File: src/hdl/threshold_alarm_evaluator_macros.svh
// ----------------------------------------------------------------------------
// Threshold alarm evaluator assertion macros
// Shorthand for clocked assertions on clk_i with rst_ni as disable.
// Define NO_ASSERTIONS to compile them out.
// ----------------------------------------------------------------------------
`ifndef THRESHOLD_ALARM_EVALUATOR_MACROS_SVH
`define THRESHOLD_ALARM_EVALUATOR_MACROS_SVH

`ifndef NO_ASSERTIONS

// same-cycle implication
`define TAE_ASSERT_IMP(lbl, ante, cons, msg) \
  lbl: assert property (@(posedge clk_i) disable iff (!rst_ni) (ante) |-> (cons)) \
    else $error(msg);

// next-cycle implication
`define TAE_ASSERT_NXT(lbl, ante, cons, msg) \
  lbl: assert property (@(posedge clk_i) disable iff (!rst_ni) (ante) |=> (cons)) \
    else $error(msg);

`else

`define TAE_ASSERT_IMP(lbl, ante, cons, msg)
`define TAE_ASSERT_NXT(lbl, ante, cons, msg)

`endif

`endif

File: src/hdl/tae_pkg.sv
// ----------------------------------------------------------------------------
// Threshold alarm evaluator package
// Shared types, register map, alarm kinds and state codes.
// ----------------------------------------------------------------------------
`timescale 1ns / 1ps
`default_nettype none

package tae_pkg;

  // APB address width: eight 32-bit registers
  localparam int unsigned AddrW = 5;
  localparam int unsigned DataW = 32;

  // register map, word index
  typedef enum logic [2:0] {
    REG_ENABLE   = 3'd0,
    REG_KIND     = 3'd1,
    REG_MIN_EN   = 3'd2,
    REG_MAX_EN   = 3'd3,
    REG_LOW_THR  = 3'd4,
    REG_HIGH_THR = 3'd5,
    REG_STAY_IVL = 3'd6,
    REG_UPD_IVL  = 3'd7
  } reg_idx_e;

  // alarm kinds; codes above KIND_WINDOW evaluate as inactive
  localparam logic [2:0] KIND_DIG_HIGH = 3'd0;
  localparam logic [2:0] KIND_DIG_LOW  = 3'd1;
  localparam logic [2:0] KIND_BELOW    = 3'd2;
  localparam logic [2:0] KIND_ABOVE    = 3'd3;
  localparam logic [2:0] KIND_WINDOW   = 3'd4;

  // reported state codes
  typedef enum logic [1:0] {
    CODE_OK      = 2'd0,
    CODE_DIGITAL = 2'd1,
    CODE_BELOW   = 2'd2,
    CODE_ABOVE   = 2'd3
  } code_e;

  // configuration register contents
  typedef struct packed {
    logic               enabled;
    logic [2:0]         kind;
    logic               min_en;
    logic               max_en;
    logic signed [31:0] low_thr;
    logic signed [31:0] high_thr;
    logic [31:0]        stay_ivl;
    logic [31:0]        upd_ivl;
  } cfg_t;

  // one input word
  typedef struct packed {
    logic [31:0]        now_ms;
    logic signed [31:0] sample;
    logic               digital_level;
    logic               source_valid;
  } item_t;

  // one result word
  typedef struct packed {
    logic       evaluated;
    logic       alarm_active;
    logic [1:0] state_code;
    logic       active_changed;
    logic       entered;
    logic       exited;
    logic       code_changed;
    logic       stay_due;
  } res_t;

endpackage

`default_nettype wire

File: src/hdl/threshold_alarm_evaluator.sv
// ----------------------------------------------------------------------------
// Threshold alarm evaluator
// Usage:
//   Input channel (in_valid_i/in_ready_o) carries one sample word: timestamp,
//   Q16.16 sample, digital level and source-present flag. Output channel
//   (out_valid_o/out_ready_i) returns exactly one result word per input word,
//   in order. Configuration goes through the APB port (word index = paddr/4)
//   and must be written only while no word is in flight; the block does not enforce this.
//   Path: a word accepted into the input register has its result loaded into
//   the output register once that register is free, and shown from then on.
//   Throughput: one word per cycle unless the output stalls; the alarm state
//   update is a single pass of compare and 32-bit subtract logic between the
//   two registers. Receiver stall: the result holds in the output register;
//   the input register takes one more word if it is empty, then in_ready_o
//   drops until the output drains.
//   Reset: configuration and alarm state registers zero, alarm inactive with
//   code OK, no update time recorded, both stages empty.
// ----------------------------------------------------------------------------
`timescale 1ns / 1ps
`default_nettype none

module threshold_alarm_evaluator (
  input  logic                        clk_i,
  input  logic                        rst_ni,
  // APB configuration
  input  logic                        psel,
  input  logic                        penable,
  input  logic                        pwrite,
  input  logic [tae_pkg::AddrW-1:0]   paddr,
  input  logic [tae_pkg::DataW-1:0]   pwdata,
  output logic [tae_pkg::DataW-1:0]   prdata,
  output logic                        pready,
  // input channel
  input  logic                        in_valid_i,
  output logic                        in_ready_o,
  input  logic [31:0]                 now_ms_i,
  input  logic signed [31:0]          sample_i,
  input  logic                        digital_level_i,
  input  logic                        source_valid_i,
  // output channel
  output logic                        out_valid_o,
  input  logic                        out_ready_i,
  output logic                        evaluated_o,
  output logic                        alarm_active_o,
  output logic [1:0]                  state_code_o,
  output logic                        active_changed_o,
  output logic                        entered_o,
  output logic                        exited_o,
  output logic                        code_changed_o,
  output logic                        stay_due_o
);
  import tae_pkg::*;

`include "threshold_alarm_evaluator_macros.svh"

  cfg_t  cfg;
  logic  upd_clr;
  item_t item_q;
  logic  in_valid_q;
  res_t  res, res_q;
  logic  out_valid_q;
  logic  advance;

  // configuration registers
  tae_regs u_regs (
    .clk_i     (clk_i),
    .rst_ni    (rst_ni),
    .psel      (psel),
    .penable   (penable),
    .pwrite    (pwrite),
    .paddr     (paddr),
    .pwdata    (pwdata),
    .prdata    (prdata),
    .pready    (pready),
    .cfg_o     (cfg),
    .upd_clr_o (upd_clr)
  );

  // word moves from input register to output register
  assign advance    = in_valid_q && (!out_valid_q || out_ready_i);
  assign in_ready_o = !in_valid_q || advance;

  // input register
  always_ff @(posedge clk_i or negedge rst_ni) begin
    if (!rst_ni) begin
      in_valid_q <= 1'b0;
    end else if (in_ready_o) begin
      in_valid_q <= in_valid_i;
    end
  end

  always_ff @(posedge clk_i) begin
    if (in_valid_i && in_ready_o) begin
      item_q.now_ms        <= now_ms_i;
      item_q.sample        <= sample_i;
      item_q.digital_level <= digital_level_i;
      item_q.source_valid  <= source_valid_i;
    end
  end

  // evaluation and alarm state
  tae_core u_core (
    .clk_i     (clk_i),
    .rst_ni    (rst_ni),
    .cfg_i     (cfg),
    .upd_clr_i (upd_clr),
    .item_i    (item_q),
    .step_i    (advance),
    .res_o     (res)
  );

  // output register
  always_ff @(posedge clk_i or negedge rst_ni) begin
    if (!rst_ni) begin
      out_valid_q <= 1'b0;
    end else if (!out_valid_q || out_ready_i) begin
      out_valid_q <= in_valid_q;
    end
  end

  always_ff @(posedge clk_i) begin
    if (advance) begin
      res_q <= res;
    end
  end

  assign out_valid_o      = out_valid_q;
  assign evaluated_o      = res_q.evaluated;
  assign alarm_active_o   = res_q.alarm_active;
  assign state_code_o     = res_q.state_code;
  assign active_changed_o = res_q.active_changed;
  assign entered_o        = res_q.entered;
  assign exited_o         = res_q.exited;
  assign code_changed_o   = res_q.code_changed;
  assign stay_due_o       = res_q.stay_due;

  // checks
  `TAE_ASSERT_IMP(a_active_matches_code, out_valid_o, alarm_active_o == (state_code_o != CODE_OK), "active flag disagrees with state code")
  `TAE_ASSERT_IMP(a_no_event_unevaluated, out_valid_o && !evaluated_o, !active_changed_o && !entered_o && !exited_o && !code_changed_o && !stay_due_o, "event flag on an unevaluated word")
  `TAE_ASSERT_IMP(a_enter_consistent, out_valid_o && entered_o, alarm_active_o && active_changed_o && !exited_o, "entry flag without active edge")
  `TAE_ASSERT_NXT(a_capture, in_valid_i && in_ready_o, in_valid_q, "accepted word not held in input register")

endmodule

`default_nettype wire

File: src/hdl/tae_regs.sv
// ----------------------------------------------------------------------------
// Threshold alarm evaluator register file
// APB-style configuration registers with zero wait states.
// ----------------------------------------------------------------------------
`timescale 1ns / 1ps
`default_nettype none

module tae_regs (
  input  logic                        clk_i,
  input  logic                        rst_ni,
  input  logic                        psel,
  input  logic                        penable,
  input  logic                        pwrite,
  input  logic [tae_pkg::AddrW-1:0]   paddr,
  input  logic [tae_pkg::DataW-1:0]   pwdata,
  output logic [tae_pkg::DataW-1:0]   prdata,
  output logic                        pready,
  output tae_pkg::cfg_t               cfg_o,
  output logic                        upd_clr_o
);
  import tae_pkg::*;

  cfg_t     cfg_q, cfg_d;
  logic     wr_en;
  reg_idx_e idx;

  assign pready = 1'b1;
  assign idx    = reg_idx_e'(paddr[AddrW-1:2]);
  assign wr_en  = psel && penable && pwrite;

  // write decode
  always_comb begin
    cfg_d     = cfg_q;
    upd_clr_o = 1'b0;
    if (wr_en) begin
      case (idx)
        REG_ENABLE:   cfg_d.enabled  = pwdata[0];
        REG_KIND:     cfg_d.kind     = pwdata[2:0];
        REG_MIN_EN:   cfg_d.min_en   = pwdata[0];
        REG_MAX_EN:   cfg_d.max_en   = pwdata[0];
        REG_LOW_THR:  cfg_d.low_thr  = $signed(pwdata[31:0]);
        REG_HIGH_THR: cfg_d.high_thr = $signed(pwdata[31:0]);
        REG_STAY_IVL: cfg_d.stay_ivl = pwdata[31:0];
        REG_UPD_IVL: begin
          cfg_d.upd_ivl = pwdata[31:0];
          upd_clr_o     = 1'b1;   // also forgets the last update time
        end
        default: ;
      endcase
    end
  end

  always_ff @(posedge clk_i or negedge rst_ni) begin
    if (!rst_ni) begin
      cfg_q <= '0;
    end else begin
      cfg_q <= cfg_d;
    end
  end

  // read mux
  always_comb begin
    prdata = '0;
    case (idx)
      REG_ENABLE:   prdata[0]    = cfg_q.enabled;
      REG_KIND:     prdata[2:0]  = cfg_q.kind;
      REG_MIN_EN:   prdata[0]    = cfg_q.min_en;
      REG_MAX_EN:   prdata[0]    = cfg_q.max_en;
      REG_LOW_THR:  prdata[31:0] = cfg_q.low_thr;
      REG_HIGH_THR: prdata[31:0] = cfg_q.high_thr;
      REG_STAY_IVL: prdata[31:0] = cfg_q.stay_ivl;
      REG_UPD_IVL:  prdata[31:0] = cfg_q.upd_ivl;
      default:      prdata       = '0;
    endcase
  end

  assign cfg_o = cfg_q;

endmodule

`default_nettype wire

File: src/hdl/tae_core.sv
// ----------------------------------------------------------------------------
// Threshold alarm evaluator core
// Rate gate, level/window comparison, alarm state and edge/stay events.
// ----------------------------------------------------------------------------
`timescale 1ns / 1ps
`default_nettype none

module tae_core (
  input  logic           clk_i,
  input  logic           rst_ni,
  input  tae_pkg::cfg_t  cfg_i,
  input  logic           upd_clr_i,   // update interval written
  input  tae_pkg::item_t item_i,
  input  logic           step_i,      // commit state for item_i
  output tae_pkg::res_t  res_o
);
  import tae_pkg::*;

  logic [31:0] last_upd_q;
  logic        upd_vld_q;
  logic        act_q;
  code_e       code_q;
  logic [31:0] last_stay_q;

  logic [31:0] upd_diff, stay_base, stay_diff;
  logic        go, kind_known, is_digital, below, above;
  logic        evaluated, nxt_act, entering, stay_due;
  code_e       nxt_code;

  // update interval gate
  assign upd_diff = item_i.now_ms - last_upd_q;
  assign go = !((cfg_i.upd_ivl != '0) && upd_vld_q && (upd_diff < cfg_i.upd_ivl));

  assign kind_known = (cfg_i.kind <= KIND_WINDOW);
  assign is_digital = (cfg_i.kind <= KIND_DIG_LOW);
  assign below = cfg_i.min_en && ($signed(item_i.sample) < $signed(cfg_i.low_thr));
  assign above = cfg_i.max_en && ($signed(item_i.sample) > $signed(cfg_i.high_thr));

  // missing source skips evaluation only for known kinds of an enabled alarm
  assign evaluated = go && !(cfg_i.enabled && kind_known && !item_i.source_valid);

  // next alarm state
  always_comb begin
    nxt_act  = 1'b0;
    nxt_code = CODE_OK;
    if (cfg_i.enabled && kind_known) begin
      if (is_digital) begin
        nxt_act = (item_i.digital_level == (cfg_i.kind == KIND_DIG_HIGH));
        if (nxt_act) begin
          nxt_code = CODE_DIGITAL;
        end
      end else if (cfg_i.kind == KIND_BELOW) begin
        if (below) begin
          nxt_act  = 1'b1;
          nxt_code = CODE_BELOW;
        end
      end else if (cfg_i.kind == KIND_ABOVE) begin
        if (above) begin
          nxt_act  = 1'b1;
          nxt_code = CODE_ABOVE;
        end
      end else begin
        // window: minimum wins
        if (below) begin
          nxt_act  = 1'b1;
          nxt_code = CODE_BELOW;
        end else if (above) begin
          nxt_act  = 1'b1;
          nxt_code = CODE_ABOVE;
        end
      end
    end
  end

  // stay repeat, restarted on entry
  assign entering  = evaluated && nxt_act && !act_q;
  assign stay_base = entering ? item_i.now_ms : last_stay_q;
  assign stay_diff = item_i.now_ms - stay_base;
  assign stay_due  = evaluated && nxt_act && (cfg_i.stay_ivl != '0) &&
                     (stay_diff >= cfg_i.stay_ivl);

  // result word
  always_comb begin
    res_o.evaluated      = evaluated;
    res_o.alarm_active   = evaluated ? nxt_act : act_q;
    res_o.state_code     = evaluated ? nxt_code : code_q;
    res_o.active_changed = evaluated && (nxt_act != act_q);
    res_o.entered        = entering;
    res_o.exited         = evaluated && !nxt_act && act_q;
    res_o.code_changed   = evaluated && (nxt_code != code_q);
    res_o.stay_due       = stay_due;
  end

  // alarm state
  always_ff @(posedge clk_i or negedge rst_ni) begin
    if (!rst_ni) begin
      last_upd_q  <= '0;
      upd_vld_q   <= 1'b0;
      act_q       <= 1'b0;
      code_q      <= CODE_OK;
      last_stay_q <= '0;
    end else if (upd_clr_i) begin
      last_upd_q <= '0;
      upd_vld_q  <= 1'b0;
    end else if (step_i) begin
      if (go) begin
        last_upd_q <= item_i.now_ms;
        upd_vld_q  <= 1'b1;
      end
      if (evaluated) begin
        act_q  <= nxt_act;
        code_q <= nxt_code;
      end
      if (entering || stay_due) begin
        last_stay_q <= item_i.now_ms;
      end
    end
  end

endmodule

`default_nettype wire

File: config.mk
export PLATFORM = sky130hd
export DESIGN_NAME = threshold_alarm_evaluator
export DESIGN_NICKNAME = d
export VERILOG_FILES = /design/src/hdl/tae_pkg.sv /design/src/hdl/threshold_alarm_evaluator.sv /design/src/hdl/tae_regs.sv /design/src/hdl/tae_core.sv
export VERILOG_INCLUDE_DIRS = /design/src /design/src/hdl
export SDC_FILE = /design/constraint.sdc
export NUM_CORES = 1
export LEC_CHECK = 0
export BUFFER_PORTS_ARGS = -buffer_cell sky130_fd_sc_hd__buf_2
export CORE_ASPECT_RATIO = 1.5
export CORE_MARGIN = 1
export CORE_UTILIZATION = 35
export DETAILED_ROUTE_END_ITERATION = 8
export HOLD_SLACK_MARGIN = 0.1
export PLACE_DENSITY = 0.52
export SETUP_SLACK_MARGIN = 0.4
export SYNTH_ARGS = -nofsm -noshare
export SYNTH_HDL_FRONTEND = slang
export SYNTH_HIERARCHICAL = 1
export SYNTH_SLANG_ARGS = --single-unit
File: constraint.sdc
create_clock -name clk_i -period 28.9 [get_ports clk_i]
set_clock_uncertainty 0.1 [all_clocks]
set_input_delay 5.78 -clock clk_i [delete_from_list [all_inputs] [get_ports clk_i]]
set_output_delay 5.78 -clock clk_i [all_outputs]
set_load 0.005 [all_outputs]
Word level (Yosys, flattened, before mapping) --
Index checks and enable logic that the tools add are counted.
Cells by class: $add $sub $neg 2, $mul 0, divide/modulo/power cells 0, magnitude comparators 6, equality and inequality tests 13, shifts and indexed selects 0, mux-type cells 29, bitwise operators 1, reduce and logical (&&, ||, !) cells 45
Operators by type and width (number):
- $mux W32 | 4
- $pmux W29 S4 | 1
- $lt A32 B32 Y1 | 2
- $reduce_bool A32 Y1 | 2
- $sub A32 B32 Y32 | 2
- $ge A32 B32 Y1 | 1
- $gt A32 B32 Y1 | 1
- $reduce_and A2 Y1 | 10
- $logic_and A1 B1 Y1 | 19
- $mux W2 | 8
- $mux W1 | 14
- $eq A3 B2 Y1 const B | 4
- $eq A3 B3 Y1 const B | 4
- $pmux W2 S5 | 1
- $pmux W1 S8 | 1
- $logic_not A1 Y1 | 7
- $logic_not A3 Y1 | 2
- $eq A3 B1 Y1 const B | 1
- $le A3 B1 Y1 const B | 1
- $le A3 B3 Y1 const B | 1
- $logic_or A1 B1 Y1 | 3
- $reduce_and A3 Y1 | 1
- $ne A2 B1 Y1 const B | 1
- $ne A2 B2 Y1 | 1
- 4 further kinds | 4
Word-level totals: bits in registers 279, bits in latches 0, memory bits (writable) 0, bits in read-only memories 0, bits of input ports 110, output and inout port bits 44, logic and storage cells 123, memories 0

Depth between registers and ports, before layout --
depth after elaboration 16, gate-level depth with buffers 43, depth with buffers taken out 42

Hierarchy --
The synthesis kept the hierarchy.
Modules (own cells, without submodules):
- tae_core | instances 1, cells each 1173, area an instance 9750.6 sq um, seq. area each 1701.6 sq um
- tae_regs | instances 1, cells each 385, area an instance 6148.4 sq um, seq. area each 3353.2 sq um
- threshold_alarm_evaluator | instances 1, cells each 83, area an instance 2356.0 sq um, seq. area each 2302.2 sq um

Worst setup path before layout --
Ideal clock, no wire load.
path kind input to output, start input port paddr[3] (netlist name), end output port prdata[10] (netlist name), arrival 6.777 ns, required time 23.020 ns, setup slack 16.243 ns, stages 4, buffers on the path 2, cell sequence buf_4 > buf_1 > mux4_2 > and2_1
On the way: cells in the longest elaborated chain, start to end 2, elaborated cells on any way between the ends 5, classes of those cells eq/ne (4); mux (1)
RTL lines:
- from (decl) | RTL line threshold_alarm_evaluator.sv:29 | input logic [tae_pkg::AddrW-1:0] paddr,
- $eq A3 B3 Y1 | RTL line tae_regs.sv:64 | case (idx)
- $pmux W29 S4 * | RTL line tae_regs.sv:64
- to (decl) | RTL line threshold_alarm_evaluator.sv:31 | output logic [tae_pkg::DataW-1:0] prdata,
Every way passes the cells marked *; elsewhere a longest branch is shown, timed or not.

Worst setup path in the final report --
start input port paddr[2] (netlist name), end output port prdata[13] (netlist name)
Same word-level chain as after synthesis.

==> impl_metrics.toml <==
[status]
run_status = "finished, final reports clean"

[setup_path]
crit_buf_inv = 3
critPathMaxFanout = 40
critical_path.top_delay_family = "buffers and inverters"
start_kind = "primary input"
r2r_start = "item_q[34]$_DFFE_PP_"
worst_ep_required_time_ns = 23.02
reg2reg_slack_ns = 16.63
arrival_ns = 7.47
cp-end-kind = "output port"
critPathMaxStageDelay_ns = 0.67
rr_worst_depth = 42
crit_path_frequent_cell = "buf_2"
cpMaxStageDelayCell = "mux4_2"
cp_cell_sequence = "buf_2 -> buf_4 -> mux4_2 -> and2_1 -> buf_2"
r2r-end = "u_core/last_stay_q[0]$_DFFE_PN0P_"
critPathKind = "primary input to output port"

[drt]
wirelength_microns = 49900
first_pass_iters = 4
vias = 12800
top_layer_used = "met5"
wl_per_cell_microns = 20.0
first_iter_violations = 460
routed_via_density = 5.13
drc = 0
route.met2.wl_microns = 25200
detail-route-antenna-nets = 0
dr_wl_met3_microns = 1800
wl_met1_microns = 20900

[place]
gp_congestion = 0.869
io_buffers = 150
place_ws_ns = 15.52
dp_hpwl_microns = 37500

[clock_tree]
clock-sinks = 279
path_clk_slew_ns = 0.06
insertion_delay_ns = 0.57
numCtsBuffers = 29
h-tree-depth = 1
cts_setup_buffers = 0
cts_root_buffer = "clkbuf_16"
cts_tree = "done"
cts_hold_buffers = 0
cts_resized = 0
cts_buffer_depth = 3

[sta]
whs_ns = 0.410
fin_crit_sh_pct = 46.2
setup_slack_ns = 15.55
rsz0062_at_grt = "no"
finalHoldViolCount = 0
max_freq_mhz = 74.9
finalMaxSlewViolations = 0
min_period_ns = 13.35
relSlewSlack_pct = 34.4
setup_violations = 0
fin_tns_setup_ns = 0
tightest_slew_ns = 0.984

[final_layout]
syn2layout_area_growth_pct = 12.9
layout-drive-gt1-share_pct = 23.4
fin_nets = 2091

[global_routing]
track_usage_pct = 18.8
antenna_found_initial = 5
grt_pass1_wl_microns = 77200
grt_max_degree = 93
grt_pass1_vias = 13400
grt_overflow = 0

[logic_synthesis]
synth_area_leaders = "dfrtp_1 28%, ha_1 13%, edfxtp_1 12%"
ys.flop_type = "dfrtp_1"
synthTopCellsByCount = "204 x dfrtp_1, 190 x inv_1, 188 x ha_1, 133 x mux2_2, 93 x a21oi_1"
synth_edf_count = 75
synth_top_area_cell = "dfrtp_1"
syn-cell-area_sq_um = 18300
syn_inst = 1641
yosys_warnings = 6
synthMostInstantiatedCell = "dfrtp_1"
yosysTopAreaCellShare_pct = 28.0
yosysSeqAreaShare_pct = 40.3
synth.net_count = 1941
avgSynthCellArea_sq_um = 11.1
async_reset_ff_share_pct = 73.1
synth_seq_cells = 279
yosysUniqueCellTypes = 77

[floorplan]
die_h_microns = 282
die_area_sq_um = 53100
core_sq_um = 51600
start_util_pct = 35.4
core.rowCount = 102
io-pin-count = 154
die_w_microns = 188

[worst_hold_path]
holdCritPathClass = "flop to flop"
holdPathEnd = "u_core/last_stay_q[16]$_DFFE_PN0P_"
min-delay-start = "u_core/last_stay_q[16]$_DFFE_PN0P_"
hold_depth = 1

[run]
max-cap-violations = 0

[power_and_ir_drop]
p_leak_nw = 9.37
p_per_area_nw_per_um2 = 98.7
ir_drop_v = 0.0000592
-- through the flow --
step / instance area [sq um] / util, % / total power, mW / cells
after floorplan: 18300 / - / 1.39 / 1641
after global placement: 19700 / 38.2 / 1.64 / 2436
after detailed placement: 19700 / 38.2 / 1.67 / 2436
after CTS: 20600 / 40.0 / 2.06 / 2490
after global routing: 20600 / 40.0 / 2.21 / 2492
final: 20600 / 40.0 / 2.03 / 2493
-- worst max path at each step --
stage	startpoint	end	cells after the start
3_5_place_dp	paddr[2]	prdata[21]	5
6_report	paddr[2]	prdata[13]	5
2_1_floorplan	paddr[3]	prdata[10]	4
3_3_place_gp	paddr[2]	prdata[21]	5
5_1_grt	paddr[2]	prdata[2]	6
4_1_cts	paddr[2]	prdata[21]	5
-- layout by cell type, fill, tap and decap left out, types with 5 or more instances in the layout --
cell / n
nand3_1: 24
mux2_2: 133
mux2_1: 7
nor2b_1: 14
xor2_1: 15
inv_1: 190
clkbuf_8: 7
nor3_1: 11
a21oi_1: 93
a31oi_1: 11
mux4_2: 31
dfrtp_1: 204
o21a_1: 12
a21o_1: 42
clkbuf_1: 8
xnor2_1: 44
nor3b_1: 5
o21ai_0: 45
buf_2: 149
buf_4: 14
clkinv_2: 6
clkbuf_16: 29
o21bai_1: 13
or2_2: 5
mux2i_1: 61
a211oi_1: 9
nand2b_1: 23
a2111oi_0: 5
a211o_1: 8
nor4_1: 25
nor2_1: 80
ha_1: 188
o211ai_1: 7
nand4_1: 25
and2_1: 36
mux2_4: 30
edfxtp_1: 75
nand2_1: 57
-- kinds of logic after synthesis --
logic type                 synth area share (%)
other                                    0.0205
adders and majority gates                  13.1
AOI/OAI and AO/OA                          10.3
xor gates and xnor gates                   2.83
buffers and inverters                      5.61
and+or+nand+nor                            9.60
DFF                                        40.3
muxes                                      18.3
-- layer usage --
layer | global-route usage [%] | vias to the layer above
met2 | 33.9 | 250
met3 | 2.46 | 79
met4 | 7.94 | 2
li1 | - | 6237
met1 | 22.4 | 6231
met5 | 0 | -
-- cell type report --
class	instances	area [sq um]
antenna	3	7.51
clock buffer	43	838
clock inverter	11	91.3
fill	5064	30900
inverter	190	713
multi-input combinational	1127	9900
sequential	279	7360
tap	676	846
timing repair buffer	164	865
-- flip-flops by register name (all words and copies together), names as in the netlist --
signal,cells
active_changed_o,1
alarm_active_o,1
code_changed_o,1
entered_o,1
evaluated_o,1
exited_o,1
in_valid_q,1
item_q,66
out_valid_o,1
state_code_o,2
stay_due_o,1
u_core/act_q,1
u_core/code_q,2
u_core/last_stay_q,32
u_core/last_upd_q,32
u_core/upd_vld_q,1
u_regs/cfg_o,134
-- report_power, final --
part | internal (mW) | switching (mW)
clock | 0.210 | 0.163
sequential | 0.505 | 0.0791
combinational | 0.504 | 0.574
-- worst reg2reg max path: cells and delay by family, from the launching register on --
family	cells	cell delay, ns
compound gates	19	5.34
flops	1	0.45
mux	2	0.78
fa+ha+maj	6	1.70
xor+xnor	1	0.10
simple gates	10	2.51
buf+inv	4	1.13
No activity file was read; power rests on OpenSTA's default activity.
